==> config.mk <==
export PLATFORM = sky130hd
export DESIGN_NAME = vt100_text_console_parser_top
export DESIGN_NICKNAME = d
export VERILOG_FILES = /design/src/sv/vtc_pkg.sv /design/src/sv/vtc_alu.sv /design/src/sv/vtc_args.sv /design/src/sv/vtc_core.sv /design/src/sv/vt100_text_console_parser_top.sv
export SDC_FILE = /design/constraint.sdc
export NUM_CORES = 1
export LEC_CHECK = 0
export BUFFER_PORTS_ARGS = -buffer_cell sky130_fd_sc_hd__clkbuf_2
export CAP_MARGIN = 5
export CORE_MARGIN = 4
export CORE_UTILIZATION = 60
export CTS_BUF_LIST = sky130_fd_sc_hd__clkbuf_4 sky130_fd_sc_hd__clkbuf_8
export DETAILED_ROUTE_END_ITERATION = 8
export PLACE_DENSITY_LB_ADDON = 0.3
export SLEW_MARGIN = 20
export SYNTH_ARGS = -nofsm -noshare
export SYNTH_HDL_FRONTEND = slang
export SYNTH_SLANG_ARGS = --single-unit
==> constraint.sdc <==
create_clock -name clk_i -period 19.27 [get_ports clk_i]
set_input_delay 4.8175 -clock clk_i [delete_from_list [all_inputs] [get_ports clk_i]]
set_output_delay 4.8175 -clock clk_i [all_outputs]
set_load 0.02 [all_outputs]
==> src/sv/vtc_pkg.sv <==
// Shared types, character codes and constants of the VT100 text console parser.
// Used by vtc_core, the top level and the testbench; depends on nothing else.
`default_nettype none

package vtc_pkg;

  localparam logic [1:0] KIND_GLYPH  = 2'd0;
  localparam logic [1:0] KIND_FILL   = 2'd1;
  localparam logic [1:0] KIND_CURSOR = 2'd2;

  localparam logic [1:0] REG_COLS = 2'd0;
  localparam logic [1:0] REG_ROWS = 2'd1;
  localparam logic [1:0] REG_BOOT = 2'd2;

  localparam logic [7:0] COLS_RESET = 8'd80;
  localparam logic [7:0] ROWS_RESET = 8'd25;
  localparam logic [7:0] COLS_MIN   = 8'd2;
  localparam logic [7:0] ROWS_MIN   = 8'd3;

  localparam logic [7:0] ATTR_NORMAL = 8'h0f;
  localparam logic [7:0] ATTR_BOOT   = 8'hf0;

  localparam logic [7:0] CH_NUL   = 8'h00;
  localparam logic [7:0] CH_BEL   = 8'h07;
  localparam logic [7:0] CH_BS    = 8'h08;
  localparam logic [7:0] CH_TAB   = 8'h09;
  localparam logic [7:0] CH_LF    = 8'h0a;
  localparam logic [7:0] CH_CR    = 8'h0d;
  localparam logic [7:0] CH_ESC   = 8'h1b;
  localparam logic [7:0] CH_SPACE = 8'h20;
  localparam logic [7:0] CH_ZERO  = 8'h30;
  localparam logic [7:0] CH_NINE  = 8'h39;
  localparam logic [7:0] CH_SEMI  = 8'h3b;
  localparam logic [7:0] CH_QUEST = 8'h3f;
  localparam logic [7:0] CH_LBRK  = 8'h5b;
  localparam logic [7:0] CH_UP    = 8'h41;  // A
  localparam logic [7:0] CH_DOWN  = 8'h42;  // B
  localparam logic [7:0] CH_RIGHT = 8'h43;  // C
  localparam logic [7:0] CH_LEFT  = 8'h44;  // D
  localparam logic [7:0] CH_COLA  = 8'h47;  // G
  localparam logic [7:0] CH_HOME  = 8'h48;  // H
  localparam logic [7:0] CH_ERASE = 8'h4b;  // K
  localparam logic [7:0] CH_BTICK = 8'h60;  // backquote
  localparam logic [7:0] CH_RIGHT2 = 8'h61; // a
  localparam logic [7:0] CH_ROWA  = 8'h64;  // d
  localparam logic [7:0] CH_DOWN2 = 8'h65;  // e
  localparam logic [7:0] CH_HOME2 = 8'h66;  // f
  localparam logic [7:0] CH_SGR   = 8'h6d;  // m

  typedef struct packed {
    logic       valid;
    logic [1:0] kind;
    logic [7:0] pos_x;
    logic [7:0] pos_y;
    logic [7:0] fill_width;
    logic [1:0] fill_height;
    logic [7:0] glyph;
    logic [7:0] attr;
    logic       last_item;
  } emit_t;

  typedef struct packed {
    logic [7:0] cols;
    logic [7:0] rows;
    logic       boot;
    logic       upd;
  } cfg_t;

  function automatic logic [2:0] color_map(input logic [2:0] idx);
    logic [2:0] r;
    begin
      case (idx)
        3'd0: r = 3'd0;
        3'd1: r = 3'd4;
        3'd2: r = 3'd2;
        3'd3: r = 3'd6;
        3'd4: r = 3'd1;
        3'd5: r = 3'd5;
        3'd6: r = 3'd3;
        default: r = 3'd7;
      endcase
      return r;
    end
  endfunction

endpackage

`default_nettype wire

==> src/sv/vtc_alu.sv <==
// Shared cursor arithmetic: base plus or minus a distance, clamped into 0..lim-1.
// Pure logic; no package dependency.
`default_nettype none

module vtc_alu (
  input  wire logic [7:0]  base_i,
  input  wire logic [15:0] delta_i,
  input  wire logic        sub_i,
  input  wire logic [7:0]  lim_i,
  output logic [7:0]       res_o
);

  logic signed [17:0] sum;

  always_comb begin
    if (sub_i) begin
      sum = $signed({10'b0, base_i}) - $signed({2'b0, delta_i});
    end else begin
      sum = $signed({10'b0, base_i}) + $signed({2'b0, delta_i});
    end
    if (sum < 0) begin
      res_o = 8'd0;
    end else if (sum >= $signed({10'b0, lim_i})) begin
      res_o = lim_i - 8'd1;
    end else begin
      res_o = sum[7:0];
    end
  end

endmodule

`default_nettype wire

==> src/sv/vtc_args.sv <==
// Escape argument store with the saturating decimal accumulator.
// One write and one selectable read per cycle; the first two entries are also tapped.
`default_nettype none

module vtc_args #(
  parameter int MAX_ESC_ARGS = 8,
  localparam int IDXW = (MAX_ESC_ARGS > 1) ? $clog2(MAX_ESC_ARGS) : 1
) (
  input  wire logic            clk_i,
  input  wire logic            wr_en_i,
  input  wire logic            wr_acc_i,
  input  wire logic [IDXW-1:0] wr_idx_i,
  input  wire logic [3:0]      digit_i,
  input  wire logic [IDXW-1:0] rd_idx_i,
  output logic [15:0]          rd_data_o,
  output logic [15:0]          arg0_o,
  output logic [15:0]          arg1_o
);

  logic [15:0] mem_q [MAX_ESC_ARGS];
  logic [19:0] acc;
  logic [15:0] wdata;

  assign rd_data_o = mem_q[rd_idx_i];
  assign arg0_o    = mem_q[0];

  generate
    if (MAX_ESC_ARGS > 1) begin : g_arg1
      assign arg1_o = mem_q[1];
    end else begin : g_noarg1
      assign arg1_o = 16'd0;
    end
  endgenerate

  // Multiply by ten as two shifts; the read port is pointed at the entry being written.
  always_comb begin
    acc = {1'b0, rd_data_o, 3'b0} + {3'b0, rd_data_o, 1'b0} + {16'b0, digit_i};
    if (!wr_acc_i) begin
      wdata = {12'b0, digit_i};
    end else if (acc > 20'd65535) begin
      wdata = 16'hffff;
    end else begin
      wdata = acc[15:0];
    end
  end

  always_ff @(posedge clk_i) begin
    if (wr_en_i) begin
      mem_q[wr_idx_i] <= wdata;
    end
  end

endmodule

`default_nettype wire

==> src/sv/vtc_core.sv <==
// Parser sequencer: escape parsing, cursor, attribute and result generation.
// Depends on vtc_pkg, vtc_alu and vtc_args.
`default_nettype none

module vtc_core
  import vtc_pkg::*;
#(
  parameter int MAX_ESC_ARGS = 8
) (
  input  wire logic       clk_i,
  input  wire logic       rst_ni,
  input  wire cfg_t       cfg_i,
  input  wire logic       in_valid_i,
  input  wire logic [7:0] in_byte_i,
  output logic            in_ready_o,
  input  wire logic       emit_ok_i,
  output emit_t           emit_o
);

  localparam int IDXW = (MAX_ESC_ARGS > 1) ? $clog2(MAX_ESC_ARGS) : 1;
  localparam int CNTW = $clog2(MAX_ESC_ARGS + 1);

  typedef enum logic [9:0] {
    S_IDLE   = 10'b0000000001,
    S_DECODE = 10'b0000000010,
    S_LS     = 10'b0000000100,
    S_LS2    = 10'b0000001000,
    S_GLYPH  = 10'b0000010000,
    S_MOVE_X = 10'b0000100000,
    S_MOVE_Y = 10'b0001000000,
    S_KFILL  = 10'b0010000000,
    S_SGR    = 10'b0100000000,
    S_CURSOR = 10'b1000000000
  } state_e;

  typedef enum logic [4:0] {
    P_NORMAL  = 5'b00001,
    P_ESCAPE  = 5'b00010,
    P_BRACKET = 5'b00100,
    P_NEWARG  = 5'b01000,
    P_ARG     = 5'b10000
  } pstate_e;

  state_e          state_q, state_d;
  pstate_e         pst_q, pst_d;
  logic [7:0]      cx_q, cx_d, cy_q, cy_d;
  logic [7:0]      attr_q, attr_d;
  logic            bright_q, bright_d;
  logic [IDXW-1:0] idx_q, idx_d;
  logic [IDXW-1:0] sgr_i_q, sgr_i_d;
  logic [CNTW-1:0] cnt_q, cnt_d;
  logic [7:0]      byte_q, byte_d;
  logic [7:0]      glyph_q, glyph_d;
  logic            ginc_q, ginc_d;
  logic            lsg_q, lsg_d;
  logic [7:0]      cmd_q, cmd_d;

  logic            wr_en, wr_acc;
  logic [IDXW-1:0] wr_idx, rd_idx;
  logic [15:0]     rd_data, arg0, arg1;
  logic            is_digit;
  logic [3:0]      dval;
  logic            has0, has1, a0_nz, a1_nz;
  logic [15:0]     step_len, pos0, pos1;
  logic [7:0]      alu_base, alu_lim, alu_res;
  logic [15:0]     alu_delta;
  logic            alu_sub;
  logic [8:0]      tab_x;
  logic            run_cmd;
  logic [CNTW-1:0] run_cnt;
  logic [15:0]     sgr_v;
  logic [2:0]      sgr_col;
  logic [15:0]     sgr_off;

  vtc_args #(.MAX_ESC_ARGS(MAX_ESC_ARGS)) u_args (
    .clk_i     (clk_i),
    .wr_en_i   (wr_en),
    .wr_acc_i  (wr_acc),
    .wr_idx_i  (wr_idx),
    .digit_i   (dval),
    .rd_idx_i  (rd_idx),
    .rd_data_o (rd_data),
    .arg0_o    (arg0),
    .arg1_o    (arg1)
  );

  vtc_alu u_alu (
    .base_i  (alu_base),
    .delta_i (alu_delta),
    .sub_i   (alu_sub),
    .lim_i   (alu_lim),
    .res_o   (alu_res)
  );

  assign in_ready_o = (state_q == S_IDLE) && !cfg_i.upd;
  assign is_digit   = (byte_q >= CH_ZERO) && (byte_q <= CH_NINE);
  assign dval       = byte_q[3:0];
  assign rd_idx     = (state_q == S_SGR) ? sgr_i_q : idx_q;

  // Argument defaults: a missing or zero argument counts as one.
  assign has0     = (cnt_q != '0);
  assign has1     = (cnt_q > CNTW'(1));
  assign a0_nz    = has0 && (arg0 != 16'd0);
  assign a1_nz    = has1 && (arg1 != 16'd0);
  assign step_len = a0_nz ? arg0 : 16'd1;
  assign pos0     = a0_nz ? arg0 - 16'd1 : 16'd0;
  assign pos1     = a1_nz ? arg1 - 16'd1 : 16'd0;
  assign tab_x    = ({1'b0, cx_q} + 9'd8) & ~9'd7;

  // Foreground codes start at 30 and background codes at 40.
  assign sgr_v   = has0 ? rd_data : 16'd0;
  assign sgr_off = sgr_v - ((sgr_v >= 16'd40) ? 16'd40 : 16'd30);
  assign sgr_col = color_map(sgr_off[2:0]);

  always_comb begin
    alu_base  = cx_q;
    alu_delta = 16'd0;
    alu_sub   = 1'b0;
    alu_lim   = cfg_i.cols;
    if (state_q == S_MOVE_Y) begin
      alu_base = cy_q;
      alu_lim  = cfg_i.rows;
      case (cmd_q)
        CH_HOME, CH_HOME2, CH_ROWA: begin
          alu_base  = 8'd0;
          alu_delta = pos0;
        end
        CH_UP: begin
          alu_delta = step_len;
          alu_sub   = 1'b1;
        end
        CH_DOWN, CH_DOWN2: begin
          alu_delta = step_len;
        end
        default: begin
          alu_delta = 16'd0;
        end
      endcase
    end else begin
      case (cmd_q)
        CH_HOME, CH_HOME2: begin
          alu_base  = 8'd0;
          alu_delta = pos1;
        end
        CH_COLA, CH_BTICK: begin
          alu_base  = 8'd0;
          alu_delta = pos0;
        end
        CH_RIGHT, CH_RIGHT2: begin
          alu_delta = step_len;
        end
        CH_LEFT: begin
          alu_delta = step_len;
          alu_sub   = 1'b1;
        end
        default: begin
          alu_delta = 16'd0;
        end
      endcase
    end
  end

  always_comb begin
    state_d  = state_q;
    pst_d    = pst_q;
    cx_d     = cx_q;
    cy_d     = cy_q;
    attr_d   = attr_q;
    bright_d = bright_q;
    idx_d    = idx_q;
    sgr_i_d  = sgr_i_q;
    cnt_d    = cnt_q;
    byte_d   = byte_q;
    glyph_d  = glyph_q;
    ginc_d   = ginc_q;
    lsg_d    = lsg_q;
    cmd_d    = cmd_q;
    wr_en    = 1'b0;
    wr_acc   = 1'b0;
    wr_idx   = idx_q;
    run_cmd  = 1'b0;
    run_cnt  = '0;
    emit_o   = '0;

    case (state_q)
      S_IDLE: begin
        if (cfg_i.upd) begin
          if (cx_q > cfg_i.cols - 8'd1) cx_d = cfg_i.cols - 8'd1;
          if (cy_q > cfg_i.rows - 8'd1) cy_d = cfg_i.rows - 8'd1;
        end else if (in_valid_i) begin
          byte_d  = in_byte_i;
          state_d = S_DECODE;
        end
      end

      S_DECODE: begin
        state_d = S_CURSOR;
        case (pst_q)
          P_NORMAL: begin
            if (byte_q == CH_LF) begin
              lsg_d   = 1'b0;
              state_d = S_LS;
            end else if (byte_q == CH_BS) begin
              if (cx_q != 8'd0) begin
                cx_d    = cx_q - 8'd1;
                glyph_d = CH_SPACE;
                ginc_d  = 1'b0;
                state_d = S_GLYPH;
              end
            end else if (byte_q == CH_TAB) begin
              if (tab_x >= {1'b0, cfg_i.cols}) begin
                lsg_d   = 1'b0;
                state_d = S_LS;
              end else begin
                cx_d = tab_x[7:0];
              end
            end else if (byte_q == CH_CR || byte_q == CH_NUL || byte_q == CH_BEL) begin
              state_d = S_CURSOR;
            end else if (byte_q == CH_ESC) begin
              idx_d = '0;
              pst_d = P_ESCAPE;
            end else begin
              glyph_d = byte_q;
              ginc_d  = 1'b1;
              // A glyph never lands in the last column: wrap first.
              if ({1'b0, cx_q} + 9'd1 >= {1'b0, cfg_i.cols}) begin
                lsg_d   = 1'b1;
                state_d = S_LS;
              end else begin
                state_d = S_GLYPH;
              end
            end
          end
          P_ESCAPE: begin
            pst_d = (byte_q == CH_LBRK) ? P_BRACKET : P_NORMAL;
          end
          P_BRACKET: begin
            if (is_digit) begin
              idx_d  = '0;
              wr_en  = 1'b1;
              wr_idx = '0;
              pst_d  = P_ARG;
            end else if (byte_q != CH_QUEST) begin
              run_cmd = 1'b1;
              run_cnt = '0;
            end
          end
          P_NEWARG: begin
            if (is_digit) begin
              if (idx_q == IDXW'(MAX_ESC_ARGS - 1)) begin
                pst_d = P_NORMAL;
              end else begin
                idx_d  = idx_q + IDXW'(1);
                wr_en  = 1'b1;
                wr_idx = idx_q + IDXW'(1);
                pst_d  = P_ARG;
              end
            end else begin
              run_cmd = 1'b1;
              run_cnt = CNTW'(idx_q) + CNTW'(1);
            end
          end
          default: begin
            if (is_digit) begin
              wr_en  = 1'b1;
              wr_acc = 1'b1;
            end else if (byte_q == CH_SEMI) begin
              pst_d = P_NEWARG;
            end else begin
              run_cmd = 1'b1;
              run_cnt = CNTW'(idx_q) + CNTW'(1);
            end
          end
        endcase
        if (run_cmd) begin
          pst_d   = P_NORMAL;
          cnt_d   = run_cnt;
          cmd_d   = byte_q;
          sgr_i_d = '0;
          case (byte_q)
            CH_HOME, CH_HOME2, CH_UP, CH_DOWN, CH_DOWN2, CH_RIGHT, CH_RIGHT2,
            CH_LEFT, CH_COLA, CH_BTICK, CH_ROWA: state_d = S_MOVE_X;
            CH_ERASE: state_d = S_KFILL;
            CH_SGR:   state_d = S_SGR;
            default:  state_d = S_CURSOR;
          endcase
        end
      end

      S_LS: begin
        if (cy_q >= cfg_i.rows - 8'd1) begin
          emit_o.valid       = 1'b1;
          emit_o.kind        = KIND_FILL;
          emit_o.fill_width  = cfg_i.cols;
          emit_o.fill_height = 2'd2;
          emit_o.glyph       = CH_SPACE;
          emit_o.attr        = attr_q;
          if (emit_ok_i) begin
            cy_d    = 8'd0;
            state_d = S_LS2;
          end
        end else begin
          cy_d    = cy_q + 8'd1;
          state_d = S_LS2;
        end
      end

      S_LS2: begin
        // Clear the row two below the new cursor row when it exists.
        if ({1'b0, cy_q} + 9'd2 < {1'b0, cfg_i.rows}) begin
          emit_o.valid       = 1'b1;
          emit_o.kind        = KIND_FILL;
          emit_o.pos_y       = cy_q + 8'd2;
          emit_o.fill_width  = cfg_i.cols;
          emit_o.fill_height = 2'd1;
          emit_o.glyph       = CH_SPACE;
          emit_o.attr        = attr_q;
        end
        if (!emit_o.valid || emit_ok_i) begin
          cx_d    = 8'd0;
          state_d = lsg_q ? S_GLYPH : S_CURSOR;
        end
      end

      S_GLYPH: begin
        emit_o.valid = 1'b1;
        emit_o.kind  = KIND_GLYPH;
        emit_o.pos_x = cx_q;
        emit_o.pos_y = cy_q;
        emit_o.glyph = glyph_q;
        emit_o.attr  = attr_q;
        if (emit_ok_i) begin
          if (ginc_q) cx_d = cx_q + 8'd1;
          state_d = S_CURSOR;
        end
      end

      S_MOVE_X: begin
        cx_d    = alu_res;
        state_d = S_MOVE_Y;
      end

      S_MOVE_Y: begin
        cy_d    = alu_res;
        state_d = S_CURSOR;
      end

      S_KFILL: begin
        emit_o.kind        = KIND_FILL;
        emit_o.pos_y       = cy_q;
        emit_o.fill_height = 2'd1;
        emit_o.glyph       = CH_SPACE;
        emit_o.attr        = attr_q;
        if (!a0_nz) begin
          emit_o.valid      = 1'b1;
          emit_o.pos_x      = cx_q;
          emit_o.fill_width = cfg_i.cols - cx_q;
        end else if (arg0 == 16'd1) begin
          emit_o.valid      = 1'b1;
          emit_o.fill_width = cx_q + 8'd1;
        end else if (arg0 == 16'd2) begin
          emit_o.valid      = 1'b1;
          emit_o.fill_width = cfg_i.cols;
        end
        if (!emit_o.valid || emit_ok_i) begin
          state_d = S_CURSOR;
        end
      end

      S_SGR: begin
        case (sgr_v)
          16'd0: begin
            attr_d   = cfg_i.boot ? ATTR_BOOT : ATTR_NORMAL;
            bright_d = 1'b1;
          end
          16'd1: begin
            bright_d  = 1'b1;
            attr_d[3] = 1'b1;
          end
          16'd2: begin
            bright_d  = 1'b0;
            attr_d[3] = 1'b0;
          end
          16'd5: begin
            attr_d[7] = 1'b1;
          end
          16'd7: begin
            attr_d = {attr_q[3:0], bright_q, attr_q[6:4]};
          end
          default: begin
            if (sgr_v >= 16'd30 && sgr_v <= 16'd37) begin
              attr_d = {attr_q[7:4], bright_q, sgr_col};
            end else if (sgr_v >= 16'd40 && sgr_v <= 16'd47) begin
              attr_d = {attr_q[7], sgr_col, attr_q[3:0]};
            end
          end
        endcase
        if (!has0 || (CNTW'(sgr_i_q) + CNTW'(1) >= cnt_q)) begin
          state_d = S_CURSOR;
        end else begin
          sgr_i_d = sgr_i_q + IDXW'(1);
        end
      end

      S_CURSOR: begin
        emit_o.valid     = 1'b1;
        emit_o.kind      = KIND_CURSOR;
        emit_o.pos_x     = cx_q;
        emit_o.pos_y     = cy_q;
        emit_o.last_item = 1'b1;
        if (emit_ok_i) state_d = S_IDLE;
      end

      default: begin
        state_d = S_IDLE;
      end
    endcase
  end

  always_ff @(posedge clk_i or negedge rst_ni) begin
    if (!rst_ni) begin
      state_q  <= S_IDLE;
      pst_q    <= P_NORMAL;
      cx_q     <= 8'd0;
      cy_q     <= 8'd0;
      attr_q   <= ATTR_NORMAL;
      bright_q <= 1'b0;
      idx_q    <= '0;
      sgr_i_q  <= '0;
      cnt_q    <= '0;
      ginc_q   <= 1'b0;
      lsg_q    <= 1'b0;
    end else begin
      state_q  <= state_d;
      pst_q    <= pst_d;
      cx_q     <= cx_d;
      cy_q     <= cy_d;
      attr_q   <= attr_d;
      bright_q <= bright_d;
      idx_q    <= idx_d;
      sgr_i_q  <= sgr_i_d;
      cnt_q    <= cnt_d;
      ginc_q   <= ginc_d;
      lsg_q    <= lsg_d;
    end
  end

  always_ff @(posedge clk_i) begin
    byte_q  <= byte_d;
    glyph_q <= glyph_d;
    cmd_q   <= cmd_d;
  end

endmodule

`default_nettype wire

==> src/sv/vt100_text_console_parser_top.sv <==
// A byte is accepted in an idle cycle, then runs DECODE and CURSOR if it only changes state,
// with GLYPH or KFILL between for a glyph, backspace or erase, MOVE_X, MOVE_Y for a motion, LS,
// LS2 for a line step, LS, LS2, GLYPH for a wrapping glyph, SGR walking each stored argument for an
// SGR. The next byte waits for idle; results are registered, one per cycle unless stalled.
// Reset (rst_ni low, asynchronous) homes the cursor, sets attribute 0x0f and restores
// the register defaults 80 columns, 25 rows and normal colors.
`default_nettype none

module vt100_text_console_parser_top
  import vtc_pkg::*;
#(
  parameter int MAX_ESC_ARGS = 8
) (
  input  wire logic        clk_i,
  input  wire logic        rst_ni,
  input  wire logic        psel,
  input  wire logic        penable,
  input  wire logic        pwrite,
  input  wire logic [3:0]  paddr,
  input  wire logic [31:0] pwdata,
  output logic [31:0]      prdata,
  output logic             pready,
  input  wire logic        in_valid_i,
  output logic             in_ready_o,
  input  wire logic [7:0]  in_byte_i,
  output logic             out_valid_o,
  input  wire logic        out_ready_i,
  output logic [1:0]       kind_o,
  output logic [7:0]       pos_x_o,
  output logic [7:0]       pos_y_o,
  output logic [7:0]       fill_width_o,
  output logic [1:0]       fill_height_o,
  output logic [7:0]       glyph_o,
  output logic [7:0]       attr_o,
  output logic             last_item_o
);

  logic [7:0] cols_q, cols_d, rows_q, rows_d;
  logic       boot_q, boot_d;
  logic       upd_q, upd_d;
  logic       wr;
  logic [1:0] reg_idx;
  cfg_t       cfg;
  emit_t      emit;
  emit_t      out_q;
  logic       out_valid_q, out_valid_d;
  logic       emit_ok;

  assign pready  = 1'b1;
  assign wr      = psel && penable && pwrite;
  assign reg_idx = paddr[3:2];

  always_comb begin
    case (reg_idx)
      REG_COLS: prdata = {24'd0, cols_q};
      REG_ROWS: prdata = {24'd0, rows_q};
      REG_BOOT: prdata = {31'd0, boot_q};
      default:  prdata = 32'd0;
    endcase
  end

  always_comb begin
    cols_d = cols_q;
    rows_d = rows_q;
    boot_d = boot_q;
    upd_d  = 1'b0;
    if (wr) begin
      case (reg_idx)
        REG_COLS: begin
          cols_d = (pwdata[7:0] < COLS_MIN) ? COLS_MIN : pwdata[7:0];
          upd_d  = 1'b1;
        end
        REG_ROWS: begin
          rows_d = (pwdata[7:0] < ROWS_MIN) ? ROWS_MIN : pwdata[7:0];
          upd_d  = 1'b1;
        end
        REG_BOOT: boot_d = pwdata[0];
        default: ;
      endcase
    end
  end

  assign cfg = '{cols: cols_q, rows: rows_q, boot: boot_q, upd: upd_q};

  // The output register frees up in the same cycle its transaction completes.
  assign emit_ok     = !out_valid_q || out_ready_i;
  assign out_valid_d = (emit.valid && emit_ok) ? 1'b1 : (out_ready_i ? 1'b0 : out_valid_q);

  vtc_core #(.MAX_ESC_ARGS(MAX_ESC_ARGS)) u_core (
    .clk_i      (clk_i),
    .rst_ni     (rst_ni),
    .cfg_i      (cfg),
    .in_valid_i (in_valid_i),
    .in_byte_i  (in_byte_i),
    .in_ready_o (in_ready_o),
    .emit_ok_i  (emit_ok),
    .emit_o     (emit)
  );

  always_ff @(posedge clk_i or negedge rst_ni) begin
    if (!rst_ni) begin
      cols_q      <= COLS_RESET;
      rows_q      <= ROWS_RESET;
      boot_q      <= 1'b0;
      upd_q       <= 1'b0;
      out_valid_q <= 1'b0;
    end else begin
      cols_q      <= cols_d;
      rows_q      <= rows_d;
      boot_q      <= boot_d;
      upd_q       <= upd_d;
      out_valid_q <= out_valid_d;
    end
  end

  always_ff @(posedge clk_i) begin
    if (emit.valid && emit_ok) begin
      out_q <= emit;
    end
  end

  assign out_valid_o   = out_valid_q;
  assign kind_o        = out_q.kind;
  assign pos_x_o       = out_q.pos_x;
  assign pos_y_o       = out_q.pos_y;
  assign fill_width_o  = out_q.fill_width;
  assign fill_height_o = out_q.fill_height;
  assign glyph_o       = out_q.glyph;
  assign attr_o        = out_q.attr;
  assign last_item_o   = out_q.last_item;

endmodule

`default_nettype wire

==> qor.yml <==
cts:
  clk_pin_slew_worst_paths_ps: 60
  cts_sinks: 268
  h-tree-depth: 2
  clk-insertion-delay-late_ps: 590
  post_cts_buffers: 0
  tritoncts: "done"
  postCtsResizedCells: 0
  hold_buffers: 0
  numCtsBuffers: 45
  clockRootBuffer: "clkbuf_8"
  clockBufferDepth: 3
worst_hold_path:
  holdCritStartpoint: "u_core.glyph_q[0]"
  hold_path_class: "reg2reg"
floorplanning:
  io_pins: 131
  floorplan.initialDensity: 0.612
  fp.coreArea_mm2: 0.0307
  die_w_um: 185
  rows: 64
  chipHeight_um: 185
  dieArea_mm2: 0.0343
grt:
  grt_pass1_wl_um: 84000
  grt_overflow: 0
  grt_max_degree: 72
  antenna_found_initial: 0
  grt.total_usage: 0.309
  grt_pass1_vias: 15000
place:
  port_buffers: 79
  gp_congestion: 0.959
  post-place-ws_ps: 8890
  hpwl_um: 39500
run:
  maxCapViolCount: 0
synthesis:
  ys_async_sr_fraction: 0.265
  ys_ff_latch: 268
  syn_inst: 1893
  synth_top_area_cell: "edfxtp_1"
  synth_enable_flop_cells: 197
  ys_seq_area_frac: 0.409
  ys_types: 97
  synth_top_area_frac: 0.314
  synth_flop_cell: "edfxtp_1"
  yosysWarnings: 0
  synth_area_per_cell_um2: 9.95
  syn_area_mm2: 0.0188
  synth_area_leaders: "edfxtp_1 31%, ha_1 8.3%, dfrtp_1 8.0%, nor2_1 3.2%, a21oi_1 3.0%"
final_layout:
  layout_common_cells: "197 x edfxtp_1, 152 x nor2_1, 134 x nand2_1"
  final_common_cell: "edfxtp_1"
  antennaDiodeCount: 0
  nets: 2134
  drive_gt1_frac: 0.145
  max_flop_register: "u_core.u_args.mem_q"
  area_delta_synth_final_pct: 8.53
  reg_top3: "u_core.u_args.mem_q (128), u_core.state_q (10)"
  largest_reg_flops: 128
setup_path:
  critical-path-top-delay-family: "buffers and inverters"
  worstPathArrival_ps: 5570
  slowest_stage: "clkbuf_2"
  cp-start-kind: "input pin"
  crit_type: "in2out"
  crit_path_max_fanout: 12
  critPathCaptureType: "primary output"
  r2r_start: "u_core.state_q[3]"
  max_stage_delay_ps: 270
  crit_buf_inv: 2
  required_ps: 14450
  critPathMostFrequentCell: "clkbuf_2"
  critPathLaunch: "paddr[2]"
  path_cells: "clkbuf_2, mux2i_1, o21ai_0, clkbuf_2"
sta:
  fmax_ghz: 0.0962
  min_period_over_period: 0.539
  rsz0062_at_grt: "no"
  setup_violations: 0
  holdWs_ps: 509
  relSlewSlack: 0.265
  setup_ws_ps: 8880
  slew_viol_final: 0
  skew_ps: 34.0
  hold_violations: 0
  tns_ps: 0
  layout_min_cycle_time_ps: 10390
  tightest_slew_ps: 1100
routing:
  avgRoutedWirePerCell_um: 22.4
  drt_iter0_drc: 1695
  routed_wl_um: 53500
  ant_nets: 0
  viasPerCell: 6.58
  remaining_drc_errors: 0
  route.vias.total: 15700
  first_pass_iters: 6
status:
  status: "completed"
power_and_ir_drop:
  powerDensity_mw_per_mm2: 105
  p_leak_nw: 8.38
  vdd_drop_max_mv: 0.0944
logic make-up (layout without fill, tap and decap cells):
logic type	count (synthesis)	in the layout	share of synthesized area
and+or+nand+nor	649	649	0.180
AOI/OAI and AO/OA	453	453	0.160
DFF	268	268	0.409
buffers and inverters	196	269	0.0460
adders and majority gates	130	130	0.0884
muxes	102	102	0.0721
xor gates and xnor gates	93	93	0.0433
other	2	25	0.000399
area by class of cell:
type / count / area [µm²]
Multi-Input combinational cell: 1452 / 10400
Inverter: 86 / 323
Sequential cell: 268 / 7710
Timing Repair Buffer: 100 / 556
Fill cell: 2418 / 10300
Clock inverter: 19 / 156
Clock buffer: 64 / 781
Tap cell: 396 / 495
synthesized netlist by cell type, types with 14 or more instances:
cell type and n:
a21o_1 23, a21oi_1 111, a22o_1 23, a31oi_1 18, and2_1 19, and3_1 18, buf_2 14, buf_4 30
clkbuf_1 62, dfrtp_1 60, edfxtp_1 197, ha_1 125, inv_1 85, mux2_2 17, mux2i_1 55, mux4_2 24
nand2_1 134, nand2b_1 27, nand3_1 71, nand4_1 24, nor2_1 161, nor2b_1 18, nor3_1 55, nor4_1 22
o21a_1 19, o21ai_0 102, o22ai_1 16, o31ai_1 16, or4_1 15, xnor2_1 63, xor2_1 30
worst reg2reg max path, stage by stage, from the launching register on:
cell	delay, ps
dfrtp_1	500
or4_1	610
nor3_2	900
mux2i_2	300
buf_4	390
mux4_2	570
mux2i_2	530
inv_1	340
ha_1	360
ha_1	210
inv_1	70
fa_1	200
nor2b_1	50
o21ai_0	210
a21oi_1	120
o21ai_0	220
a21oi_1	120
o21ai_0	220
a21oi_1	130
o41ai_1	500
o21bai_1	170
or3_1	410
a211oi_4	710
a21oi_1	450
through the flow:
stage                     utilization  instance area [µm²]  total power, W  cells
final                           0.665                20400         0.00215   2385
after global routing            0.665                20400         0.00227   2385
after CTS                       0.664                20400         0.00213   2385
after detailed placement        0.634                19500         0.00160   2302
after global placement          0.634                19500         0.00158   2302
after floorplan                     -                18900         0.00137   1916
layer usage:
layer	routed length [µm]	up-vias	track usage
li1	-	7200	-
met1	21500	7571	0.409
met2	25600	794	0.528
met3	4450	138	0.0452
met4	1950	0	0.103
met5	0	-	0
where the power goes:
| part | internal, W | switching [W] | total, W |
|---|---|---|---|
| Sequential | 0.000680 | 0.000113 | 0.000793 |
| Combinational | 0.000327 | 0.000496 | 0.000823 |
| Clock | 0.000291 | 0.000241 | 0.000532 |
| Total | 0.00130 | 0.000850 | 0.00215 |
final timing paths:
| check | end | slack, ps | depth (start not counted) |
|---|---|---|---|
| setup / recovery | prdata[0] | 8880 | 4 |
| hold / removal | glyph_o[0] | 510 | 1 |
| setup reg to reg | u_core.u_args.mem_q[7][7] | 10570 | 23 |
| hold reg to reg | glyph_o[0] | 510 | 1 |
| max in group asynchronous | u_core.cnt_q[0] | 14180 | 1 |
| min in group asynchronous | u_core.attr_q[4] | 4400 | 1 |
No activity file was read; power rests on OpenSTA's default activity.
